### config.mk
export PLATFORM = sky130hd
export DESIGN_NAME = multi_ring_circle_rasterizer
export DESIGN_NICKNAME = d
export VERILOG_FILES = /design/src/sv/mrcr_pkg.sv /design/src/sv/mrcr_in_stage.sv /design/src/sv/mrcr_ring_core.sv /design/src/sv/mrcr_out_stage.sv /design/src/sv/multi_ring_circle_rasterizer.sv
export SDC_FILE = /design/constraint.sdc
export NUM_CORES = 1
export LEC_CHECK = 0
export ABC_AREA = 1
export BUFFER_PORTS_ARGS = -buffer_cell sky130_fd_sc_hd__buf_2
export CORE_MARGIN = 2
export CORE_UTILIZATION = 60
export CTS_BUF_LIST = sky130_fd_sc_hd__clkbuf_16
export DETAILED_ROUTE_END_ITERATION = 6
export PLACE_DENSITY = 0.81
export SLEW_MARGIN = 15
export SYNTH_ARGS = -nofsm -noshare
export SYNTH_HDL_FRONTEND = slang
export SYNTH_SLANG_ARGS = --single-unit
### constraint.sdc
create_clock -name i_clk -period 8.3 [get_ports i_clk]
set_input_delay 0.83 -clock i_clk [delete_from_list [all_inputs] [get_ports i_clk]]
set_output_delay 0.83 -clock i_clk [all_outputs]
set_load 0.01 [all_outputs]
### src/sv/mrcr_pkg.sv
package mrcr_pkg;

    // default panel edge length in pixels
    localparam int DISPLAY_SIZE_DEF = 96;

    // input word actions
    typedef enum logic {
        ACT_START = 1'b0,
        ACT_NEXT  = 1'b1
    } t_action;

    // input word
    typedef struct packed {
        t_action     action;
        logic [6:0]  center_x;
        logic [6:0]  center_y;
        logic [6:0]  radius;
        logic [4:0]  ring_count;
        logic [15:0] colour;
    } t_in_word;

    // result word
    typedef struct packed {
        logic [7:0]  pixel_x;
        logic [7:0]  pixel_y;
        logic [15:0] pixel_colour;
        logic        on_screen;
        logic        last;
    } t_out_word;

    // registered input stage as seen by the core
    typedef struct packed {
        logic     valid;
        t_in_word word;
    } t_stage;

endpackage

### src/sv/mrcr_in_stage.sv
module mrcr_in_stage (
    input  logic              i_clk,
    input  logic              i_rst_n,
    input  logic              i_valid,
    output logic              o_ready,
    input  mrcr_pkg::t_in_word i_word,
    input  logic              i_advance,
    output mrcr_pkg::t_stage  o_stage
);

    logic               r_valid;
    logic               n_valid;
    mrcr_pkg::t_in_word r_word;

    // stage is free when empty or moving on this cycle
    assign o_ready = !r_valid || i_advance;

    // valid tracking
    always_comb begin
        n_valid = r_valid;
        if (o_ready) begin
            n_valid = i_valid;
        end
    end

    always_ff @(posedge i_clk) begin
        if (!i_rst_n) begin
            r_valid <= 1'b0;
        end else begin
            r_valid <= n_valid;
        end
    end

    // word capture, no reset needed
    always_ff @(posedge i_clk) begin
        if (o_ready && i_valid) begin
            r_word <= i_word;
        end
    end

    assign o_stage.valid = r_valid;
    assign o_stage.word  = r_word;

endmodule

### src/sv/mrcr_ring_core.sv
module mrcr_ring_core #(
    parameter int DISPLAY_SIZE = mrcr_pkg::DISPLAY_SIZE_DEF
) (
    input  logic                i_clk,
    input  logic                i_rst_n,
    input  logic                i_advance,
    input  mrcr_pkg::t_in_word  i_word,
    output mrcr_pkg::t_out_word o_result
);

    localparam logic [7:0] LIMIT = 8'(DISPLAY_SIZE - 1);

    // drawing state
    logic               r_busy, n_busy;
    logic [6:0]         r_cx, n_cx;
    logic [6:0]         r_cy, n_cy;
    logic [15:0]        r_colour, n_colour;
    logic [4:0]         r_rings, n_rings;
    logic [7:0]         r_rad, n_rad;
    logic signed [7:0]  r_off_x, n_off_x;
    logic signed [7:0]  r_off_y, n_off_y;
    logic signed [9:0]  r_dec, n_dec;
    logic [2:0]         r_oct, n_oct;

    // point arithmetic
    logic [7:0]         dx, dy;
    logic [7:0]         px, py;
    logic [7:0]         start_rad;
    logic signed [9:0]  dec_a, dec_b;
    logic signed [7:0]  x_step, y_step;
    logic               ring_done;

    // octant mirror select
    always_comb begin
        case (r_oct)
            3'd0: begin dx = r_off_x;  dy = r_off_y;  end
            3'd1: begin dx = r_off_x;  dy = -r_off_y; end
            3'd2: begin dx = -r_off_x; dy = r_off_y;  end
            3'd3: begin dx = -r_off_x; dy = -r_off_y; end
            3'd4: begin dx = r_off_y;  dy = r_off_x;  end
            3'd5: begin dx = r_off_y;  dy = -r_off_x; end
            3'd6: begin dx = -r_off_y; dy = r_off_x;  end
            default: begin dx = -r_off_y; dy = -r_off_x; end
        endcase
    end

    // pixel position wraps at 8 bits
    assign px = {1'b0, r_cx} + dx;
    assign py = {1'b0, r_cy} + dy;

    // midpoint step taken after the eighth mirror
    assign dec_a  = r_dec + {r_off_x[7], r_off_x, 1'b0} + 10'sd1;
    assign x_step = r_off_x + 8'sd1;
    assign dec_b  = dec_a + 10'sd1 - {r_off_y[7], r_off_y, 1'b0};
    assign y_step = dec_a[9] ? r_off_y : r_off_y - 8'sd1;
    assign ring_done = y_step < x_step;

    assign start_rad = {1'b0, i_word.radius} + {4'd0, i_word.ring_count[4:1]};

    // next state
    always_comb begin
        n_busy   = r_busy;
        n_cx     = r_cx;
        n_cy     = r_cy;
        n_colour = r_colour;
        n_rings  = r_rings;
        n_rad    = r_rad;
        n_off_x  = r_off_x;
        n_off_y  = r_off_y;
        n_dec    = r_dec;
        n_oct    = r_oct;
        if (i_advance) begin
            if (i_word.action == mrcr_pkg::ACT_START) begin
                n_cx     = i_word.center_x;
                n_cy     = i_word.center_y;
                n_colour = i_word.colour;
                n_rad    = start_rad;
                n_rings  = (i_word.ring_count == 5'd0) ? 5'd0 : i_word.ring_count - 5'd1;
                n_busy   = i_word.ring_count != 5'd0;
                n_off_x  = 8'sd0;
                n_off_y  = start_rad;
                n_dec    = 10'sd0;
                n_oct    = 3'd0;
            end else if (r_busy) begin
                n_oct = r_oct + 3'd1;
                if (r_oct == 3'd7) begin
                    n_off_x = x_step;
                    n_off_y = y_step;
                    n_dec   = dec_a[9] ? dec_a : dec_b;
                    if (ring_done) begin
                        if (r_rings == 5'd0 || r_rad == 8'd0) begin
                            n_busy = 1'b0;
                        end else begin
                            // next ring one pixel further in
                            n_rings = r_rings - 5'd1;
                            n_rad   = r_rad - 8'd1;
                            n_off_x = 8'sd0;
                            n_off_y = r_rad - 8'd1;
                            n_dec   = 10'sd0;
                        end
                    end
                end
            end
        end
    end

    always_ff @(posedge i_clk) begin
        if (!i_rst_n) begin
            r_busy   <= 1'b0;
            r_cx     <= '0;
            r_cy     <= '0;
            r_colour <= '0;
            r_rings  <= '0;
            r_rad    <= '0;
            r_off_x  <= '0;
            r_off_y  <= '0;
            r_dec    <= '0;
            r_oct    <= '0;
        end else begin
            r_busy   <= n_busy;
            r_cx     <= n_cx;
            r_cy     <= n_cy;
            r_colour <= n_colour;
            r_rings  <= n_rings;
            r_rad    <= n_rad;
            r_off_x  <= n_off_x;
            r_off_y  <= n_off_y;
            r_dec    <= n_dec;
            r_oct    <= n_oct;
        end
    end

    // result word, blank point with last set when idle
    always_comb begin
        if (r_busy) begin
            o_result.pixel_x      = px;
            o_result.pixel_y      = py;
            o_result.pixel_colour = r_colour;
            o_result.on_screen    = (px <= LIMIT) && (py <= LIMIT);
            o_result.last         = !n_busy;
        end else begin
            o_result.pixel_x      = 8'd0;
            o_result.pixel_y      = 8'd0;
            o_result.pixel_colour = 16'd0;
            o_result.on_screen    = 1'b0;
            o_result.last         = 1'b1;
        end
    end

endmodule

### src/sv/mrcr_out_stage.sv
module mrcr_out_stage (
    input  logic                i_clk,
    input  logic                i_rst_n,
    input  logic                i_load,
    input  mrcr_pkg::t_out_word i_word,
    output logic                o_valid,
    input  logic                i_ready,
    output mrcr_pkg::t_out_word o_word
);

    logic                r_valid;
    logic                n_valid;
    mrcr_pkg::t_out_word r_word;

    // valid tracking
    always_comb begin
        n_valid = r_valid;
        if (i_load) begin
            n_valid = 1'b1;
        end else if (i_ready) begin
            n_valid = 1'b0;
        end
    end

    always_ff @(posedge i_clk) begin
        if (!i_rst_n) begin
            r_valid <= 1'b0;
        end else begin
            r_valid <= n_valid;
        end
    end

    // result capture
    always_ff @(posedge i_clk) begin
        if (i_load) begin
            r_word <= i_word;
        end
    end

    assign o_valid = r_valid;
    assign o_word  = r_word;

endmodule

### src/sv/multi_ring_circle_rasterizer.sv
// Multi-ring circle rasterizer. A start word loads center, radius, ring count and colour
// and produces no result; each next word returns one pixel, walking ring_count concentric
// midpoint circles from radius+ring_count/2 inward, eight mirrored points per step. A next
// word while no shape is pending returns a blank point with last set. Words pass through an
// input register and the point logic into an output register, so one word is taken every
// cycle while the output side keeps up; the input register holds each word, the point
// logic turns it into a point combinationally, and the output register then captures
// the point.
module multi_ring_circle_rasterizer #(
    parameter int DISPLAY_SIZE = mrcr_pkg::DISPLAY_SIZE_DEF
) (
    input  logic                i_clk,
    input  logic                i_rst_n,
    input  logic                i_in_valid,
    output logic                o_in_ready,
    input  mrcr_pkg::t_in_word  i_in_word,
    output logic                o_out_valid,
    input  logic                i_out_ready,
    output mrcr_pkg::t_out_word o_out_word
);

    mrcr_pkg::t_stage    stage;
    mrcr_pkg::t_out_word result;
    logic                is_start;
    logic                advance;
    logic                load;

    // a start word never waits on the output register
    assign is_start = stage.word.action == mrcr_pkg::ACT_START;
    assign advance  = stage.valid && (is_start || !o_out_valid || i_out_ready);
    assign load     = advance && !is_start;

    mrcr_in_stage u_in_stage (
        .i_clk     (i_clk),
        .i_rst_n   (i_rst_n),
        .i_valid   (i_in_valid),
        .o_ready   (o_in_ready),
        .i_word    (i_in_word),
        .i_advance (advance),
        .o_stage   (stage)
    );

    mrcr_ring_core #(
        .DISPLAY_SIZE (DISPLAY_SIZE)
    ) u_ring_core (
        .i_clk     (i_clk),
        .i_rst_n   (i_rst_n),
        .i_advance (advance),
        .i_word    (stage.word),
        .o_result  (result)
    );

    mrcr_out_stage u_out_stage (
        .i_clk   (i_clk),
        .i_rst_n (i_rst_n),
        .i_load  (load),
        .i_word  (result),
        .o_valid (o_out_valid),
        .i_ready (i_out_ready),
        .o_word  (o_out_word)
    );

endmodule
==> results by group <==
Critical path
  – Worst R2R End: u_ring_core.r_dec[2]$_SDFFE_PN0P_
  – Cell family contributing the most delay on the critical path: simple AND/OR/NAND/NOR gates
  – Required @ worst endpoint: 8.58 ns
  – Delay contributed by the slowest stage of the critical path: 0.51 ns
  – Max stage delay cell, worst path: sky130_fd_sc_hd__dfxtp_1
  – Cell occurring most often along the worst timing path: sky130_fd_sc_hd__nand2_1
  – Reg2reg path depth: 19
  – Critical path endpoint category: flip-flop
  – Worst path bufs/invs: 2
  – Flop-to-flop setup slack: 4.30 ns
  – Type of the worst setup path: reg2reg
  – Critical R2R Launch: u_ring_core.r_off_x[7]$_SDFFE_PN0P_
  – Maximum net fanout on the critical path: 23
  – Arrival time of the worst setup path: 4.28 ns
  – Critical Path Source Type: flip-flop
  – Critical-path cell list: ha_1 > nand2_1 > inv_1 > a21oi_2 > nand4_2 > nand2_4 > nand2_1 > inv_1 > nand2_1 > xor2_1 > ha_1 > nand2_1 > nor2_1 > a211oi_1 > nand2_2 > nand2_2 > nand3_2 > nand3_1 > a21oi_1

Yosys
  – Netlist area before placement: 8620 µm²
  – Net count after synthesis: 1150
  – Count of yosys warnings during synthesis: 0
  – Cell taking the most area after synthesis: sky130_fd_sc_hd__edfxtp_1
  – Mean instance size in the synthesized netlist: 8.328 µm²
  – Synth cell types: 47
  – Leading cell types by total area after synthesis: sky130_fd_sc_hd__edfxtp_1 (27%), sky130_fd_sc_hd__dfxtp_1 (17%), sky130_fd_sc_hd__ha_1 (9.1%)
  – Post-synthesis register bit count: 152
  – Top FF cell, synth: sky130_fd_sc_hd__edfxtp_1
  – Share of Yosys cell area claimed by the top area cell type: 0.2683
  – EDFF count, synth: 77
  – Count of mapped cells out of synthesis: 1035
  – Register area share after synthesis: 0.4424
  – Async set or reset register ratio after synthesis: 0

STA
  – Final cycle utilization of the critical path: 0.4815
  – Fin. Hold Viols: 0
  – Setup TNS: 0 ns
  – Worst max-slew margin expressed relative to the limit: 0.3356
  – Time the worst path needs with I/O delays and setup: 3.996 ns
  – RSZ-0062 raised after global routing: no
  – Final setup viols: 0
  – Transition at the pin with the smallest max-transition slack: 0.9955 ns
  – Highest clock rate: 250.2 MHz
  – Number of pins exceeding their max-slew limit in the final report: 0
  – Maximum clock skew at final layout: 0.009038 ns

Global routing
  – Vias in the first global route: 6786
  – First-pass GRT wire length: 32440 µm
  – Number of antenna violations at the first check in global routing: 0
  – GRT Util Overall: 0.2757
  – Total congestion overflow after global routing: 0
  – Largest net degree at the start of global routing: 49

Cells and area
  – Final Instance Count excl. Fillers: 1295
  – Inserted Diodes: 0
  – Fillers: 1081
  – Layout-stage area growth over the synthesis result: 12.67%
  – Final Cell Area: 9712 µm²
  – Share of final-layout standard cells stronger than drive strength 1: 0.1345
  – Utilization of the core after routing: 0.6970
  – Net count of the finished layout: 1217

Route
  – Number of vias per cell after detailed routing: 5.564
  – Initial DRC count: 666
  – Antenna Violating Nets Remaining: 0
  – Via total after detailed routing: 7205
  – Number of search-and-repair iterations in the first detailed-routing pass: 7
  – Drt wl/cell: 15.48 µm
  – Final routed wirelength across all metal layers: 20050 µm
  – Number of design rule violations left after detail routing: 10

Floorplanning
  – Chip width: 123.9 µm
  – Number of placement rows: 43
  – Die Y: 123.9 µm
  – Core box area: 13930 µm²
  – Top-level I/O count: 83
  – Die Area: 15340 µm²
  – Starting utilization of the core area: 0.6186

Power
  – Leakage power total: 4.312 nW
  – Clock network fraction of total power: 0.407
  – Pwr dens: 198.0 nW/µm²
  – Combinational Power Share: 0.153
  – Worst-case vdd ir drop: 0.0001623 V
  – Fraction of power spent switching nets: 0.2934
  – Power dissipated by switching net loads: 0.5643 mW
  – Internal power of the cells: 1.359 mW
  – Reg power frac: 0.440

CTS
  – Worst-Skew Late Latency: 0.43 ns
  – Buffers inserted by post-CTS timing repair: 0
  – Clock tree root buffer cell: sky130_fd_sc_hd__clkbuf_16
  – Clock edge transition at the registers on the reported setup and hold paths: 0.07 ns
  – H-tree lvl count: 4
  – CTS Buffer Depth: 2
  – TritonCTS Buffers: 17
  – Number of buffers inserted by hold repair at cts: 0
  – Clock sinks: 152
  – TritonCTS clock tree: done
  – Number of gates resized after CTS: 0

Status
  – Failing checks: design-rule violations
  – Status: complete, but fails checks

Place
  – GP Congestion: 0.9885
  – Hpwl dp: 14070 µm
  – Placed cell area: 9110 µm²
  – Placed Cells: 1263
  – Port bufs: 82

Min path
  – Hold-critical path depth: 2
  – Launch instance of the worst min-delay path: u_in_stage.o_stage[13]$_DFFE_PP_
  – Hold Path End: u_ring_core.r_colour[13]$_SDFFE_PN0P_
  – Hold WC Path Type: reg2reg

Run
  – Number of maximum-capacitance violations: 0
==> synthesized netlist by cell type, types with 3 or more instances <==
library cell	count
sky130_fd_sc_hd__nor3_1	18
sky130_fd_sc_hd__buf_2	5
sky130_fd_sc_hd__o22ai_1	6
sky130_fd_sc_hd__a21oi_1	62
sky130_fd_sc_hd__ha_1	63
sky130_fd_sc_hd__o2111ai_1	4
sky130_fd_sc_hd__xor2_1	33
sky130_fd_sc_hd__a21oi_2	10
sky130_fd_sc_hd__a31oi_1	3
sky130_fd_sc_hd__nor2_1	140
sky130_fd_sc_hd__edfxtp_1	77
sky130_fd_sc_hd__xnor2_1	17
sky130_fd_sc_hd__o31ai_1	3
sky130_fd_sc_hd__o21ai_0	70
sky130_fd_sc_hd__nand3_2	3
sky130_fd_sc_hd__nand2_1	162
sky130_fd_sc_hd__or2_2	3
sky130_fd_sc_hd__clkbuf_1	26
sky130_fd_sc_hd__o32ai_1	3
sky130_fd_sc_hd__a211oi_1	3
sky130_fd_sc_hd__buf_1	4
sky130_fd_sc_hd__inv_1	143
sky130_fd_sc_hd__nand4_1	7
sky130_fd_sc_hd__o21bai_1	4
sky130_fd_sc_hd__dfxtp_1	75
sky130_fd_sc_hd__fa_1	5
sky130_fd_sc_hd__o21ai_1	5
sky130_fd_sc_hd__nand3_1	48
sky130_fd_sc_hd__nand2_2	8
sky130_fd_sc_hd__and3_1	3
==> final cells by class <==
class	count	area, µm²	share of cell area
inverters	144	540.5	0.05566
flip-flops and latches	152	3814	0.3927
multi-input cells	700	4083	0.4204
well taps	180	225.2	0.02319
clock buffers	17	425.4	0.04380
repair buffers	87	447.9	0.04612
clock inverters	15	176.4	0.01817
==> cell families after synthesis <==
group | share of synthesized area
XOR/XNOR | 0.05081
flip-flops | 0.4424
buffers and inverters | 0.08390
AND/OR/NAND/NOR | 0.2002
adder cells (fa/ha/maj) | 0.1031
AO/OA/AOI/OAI | 0.1196
==> power by group through the flow <==
stage                     logic [mW]  registers [mW]  clock network, mW
final                          0.294           0.846              0.783
after global routing           0.332           0.849              0.815
after CTS                      0.290           0.845              0.789
after detailed placement       0.287           0.861                  0
after global placement         0.280           0.861                  0
after floorplan                0.221           0.856                  0
==> worst max-delay path by stage <==
stage	start	depth (start not counted)	slack, ns	end
2_1_floorplan	u_ring_core.r_off_x[3]$_SDFFE_PN0P_	22	5.06	u_ring_core.r_dec[0]$_SDFFE_PN0P_
3_3_place_gp	u_ring_core.r_off_x[7]$_SDFFE_PN0P_	20	4.55	u_ring_core.r_rings[0]$_SDFFE_PN0P_
3_5_place_dp	u_ring_core.r_off_x[7]$_SDFFE_PN0P_	20	4.45	u_ring_core.r_off_y[0]$_SDFFE_PN0P_
4_1_cts	u_ring_core.r_off_x[7]$_SDFFE_PN0P_	20	4.39	u_ring_core.r_off_y[2]$_SDFFE_PN0P_
5_1_grt	u_ring_core.r_off_x[7]$_SDFFE_PN0P_	20	4.00	u_ring_core.r_off_y[6]$_SDFFE_PN0P_
6_report	u_ring_core.r_off_x[7]$_SDFFE_PN0P_	19	4.30	u_ring_core.r_dec[2]$_SDFFE_PN0P_
==> sequential cells by signal, indices dropped and copies added, names as in the netlist, named ones only <==
signal	count
u_ring_core.r_colour	16
u_out_stage.o_valid	1
u_ring_core.r_off_x	8
u_ring_core.r_off_y	8
u_ring_core.r_oct	3
u_ring_core.r_cx	7
u_in_stage.r_valid	1
u_out_stage.o_word	34
u_ring_core.r_rings	5
u_in_stage.o_stage	43
u_ring_core.r_rad	8
u_ring_core.r_cy	7
u_ring_core.r_dec	10
==> metrics by stage <==
step	hold WS [ns]	setup WS [ns]	power, mW
after floorplan	0.4474	5.055	1.077
after global placement	0.4490	4.553	1.140
after detailed placement	0.4555	4.447	1.148
after CTS	0.4755	4.389	1.924
after global routing	0.4989	3.999	1.996
final	0.4713	4.304	1.923
==> tightest hold or removal path: stages, from the launching register on <==
cell	delay, ns
sky130_fd_sc_hd__edfxtp_1	0.32
sky130_fd_sc_hd__nor2_1	0.04
sky130_fd_sc_hd__nor2_1	0.08
==> placed cells by master (no fill, tap or decap), drive strengths merged, types with 2 or more instances in the layout <==
cell     Yosys  layout
nand3       53      53
o31ai        3       3
ha          63      63
buf         13      87
inv        144     153
a211oi       3       3
edfxtp      77      77
or2          3       3
nor2       142     142
a21oi       72      72
nor3        18      18
a22oi        2       2
and3         3       3
o21ai       75      75
nand4        8       8
o22ai        6       6
o21bai       4       4
xor2        33      33
clkinv       0       4
fa           5       5
xnor2       17      17
nor4         2       2
dfxtp       75      75
o2111ai      4       4
nand2      172     172
a31oi        3       3
o32ai        3       3
clkbuf      26      17
==> metal layers <==
metal	GRT usage	wire length [µm]	vias up
met3	0.06181	1462	47
met2	0.4368	9400	272
li1	-	-	3548
met4	0.1207	579	0
met5	0	0	-
met1	0.3640	8604	3338
(Power assumes the default switching activity.)
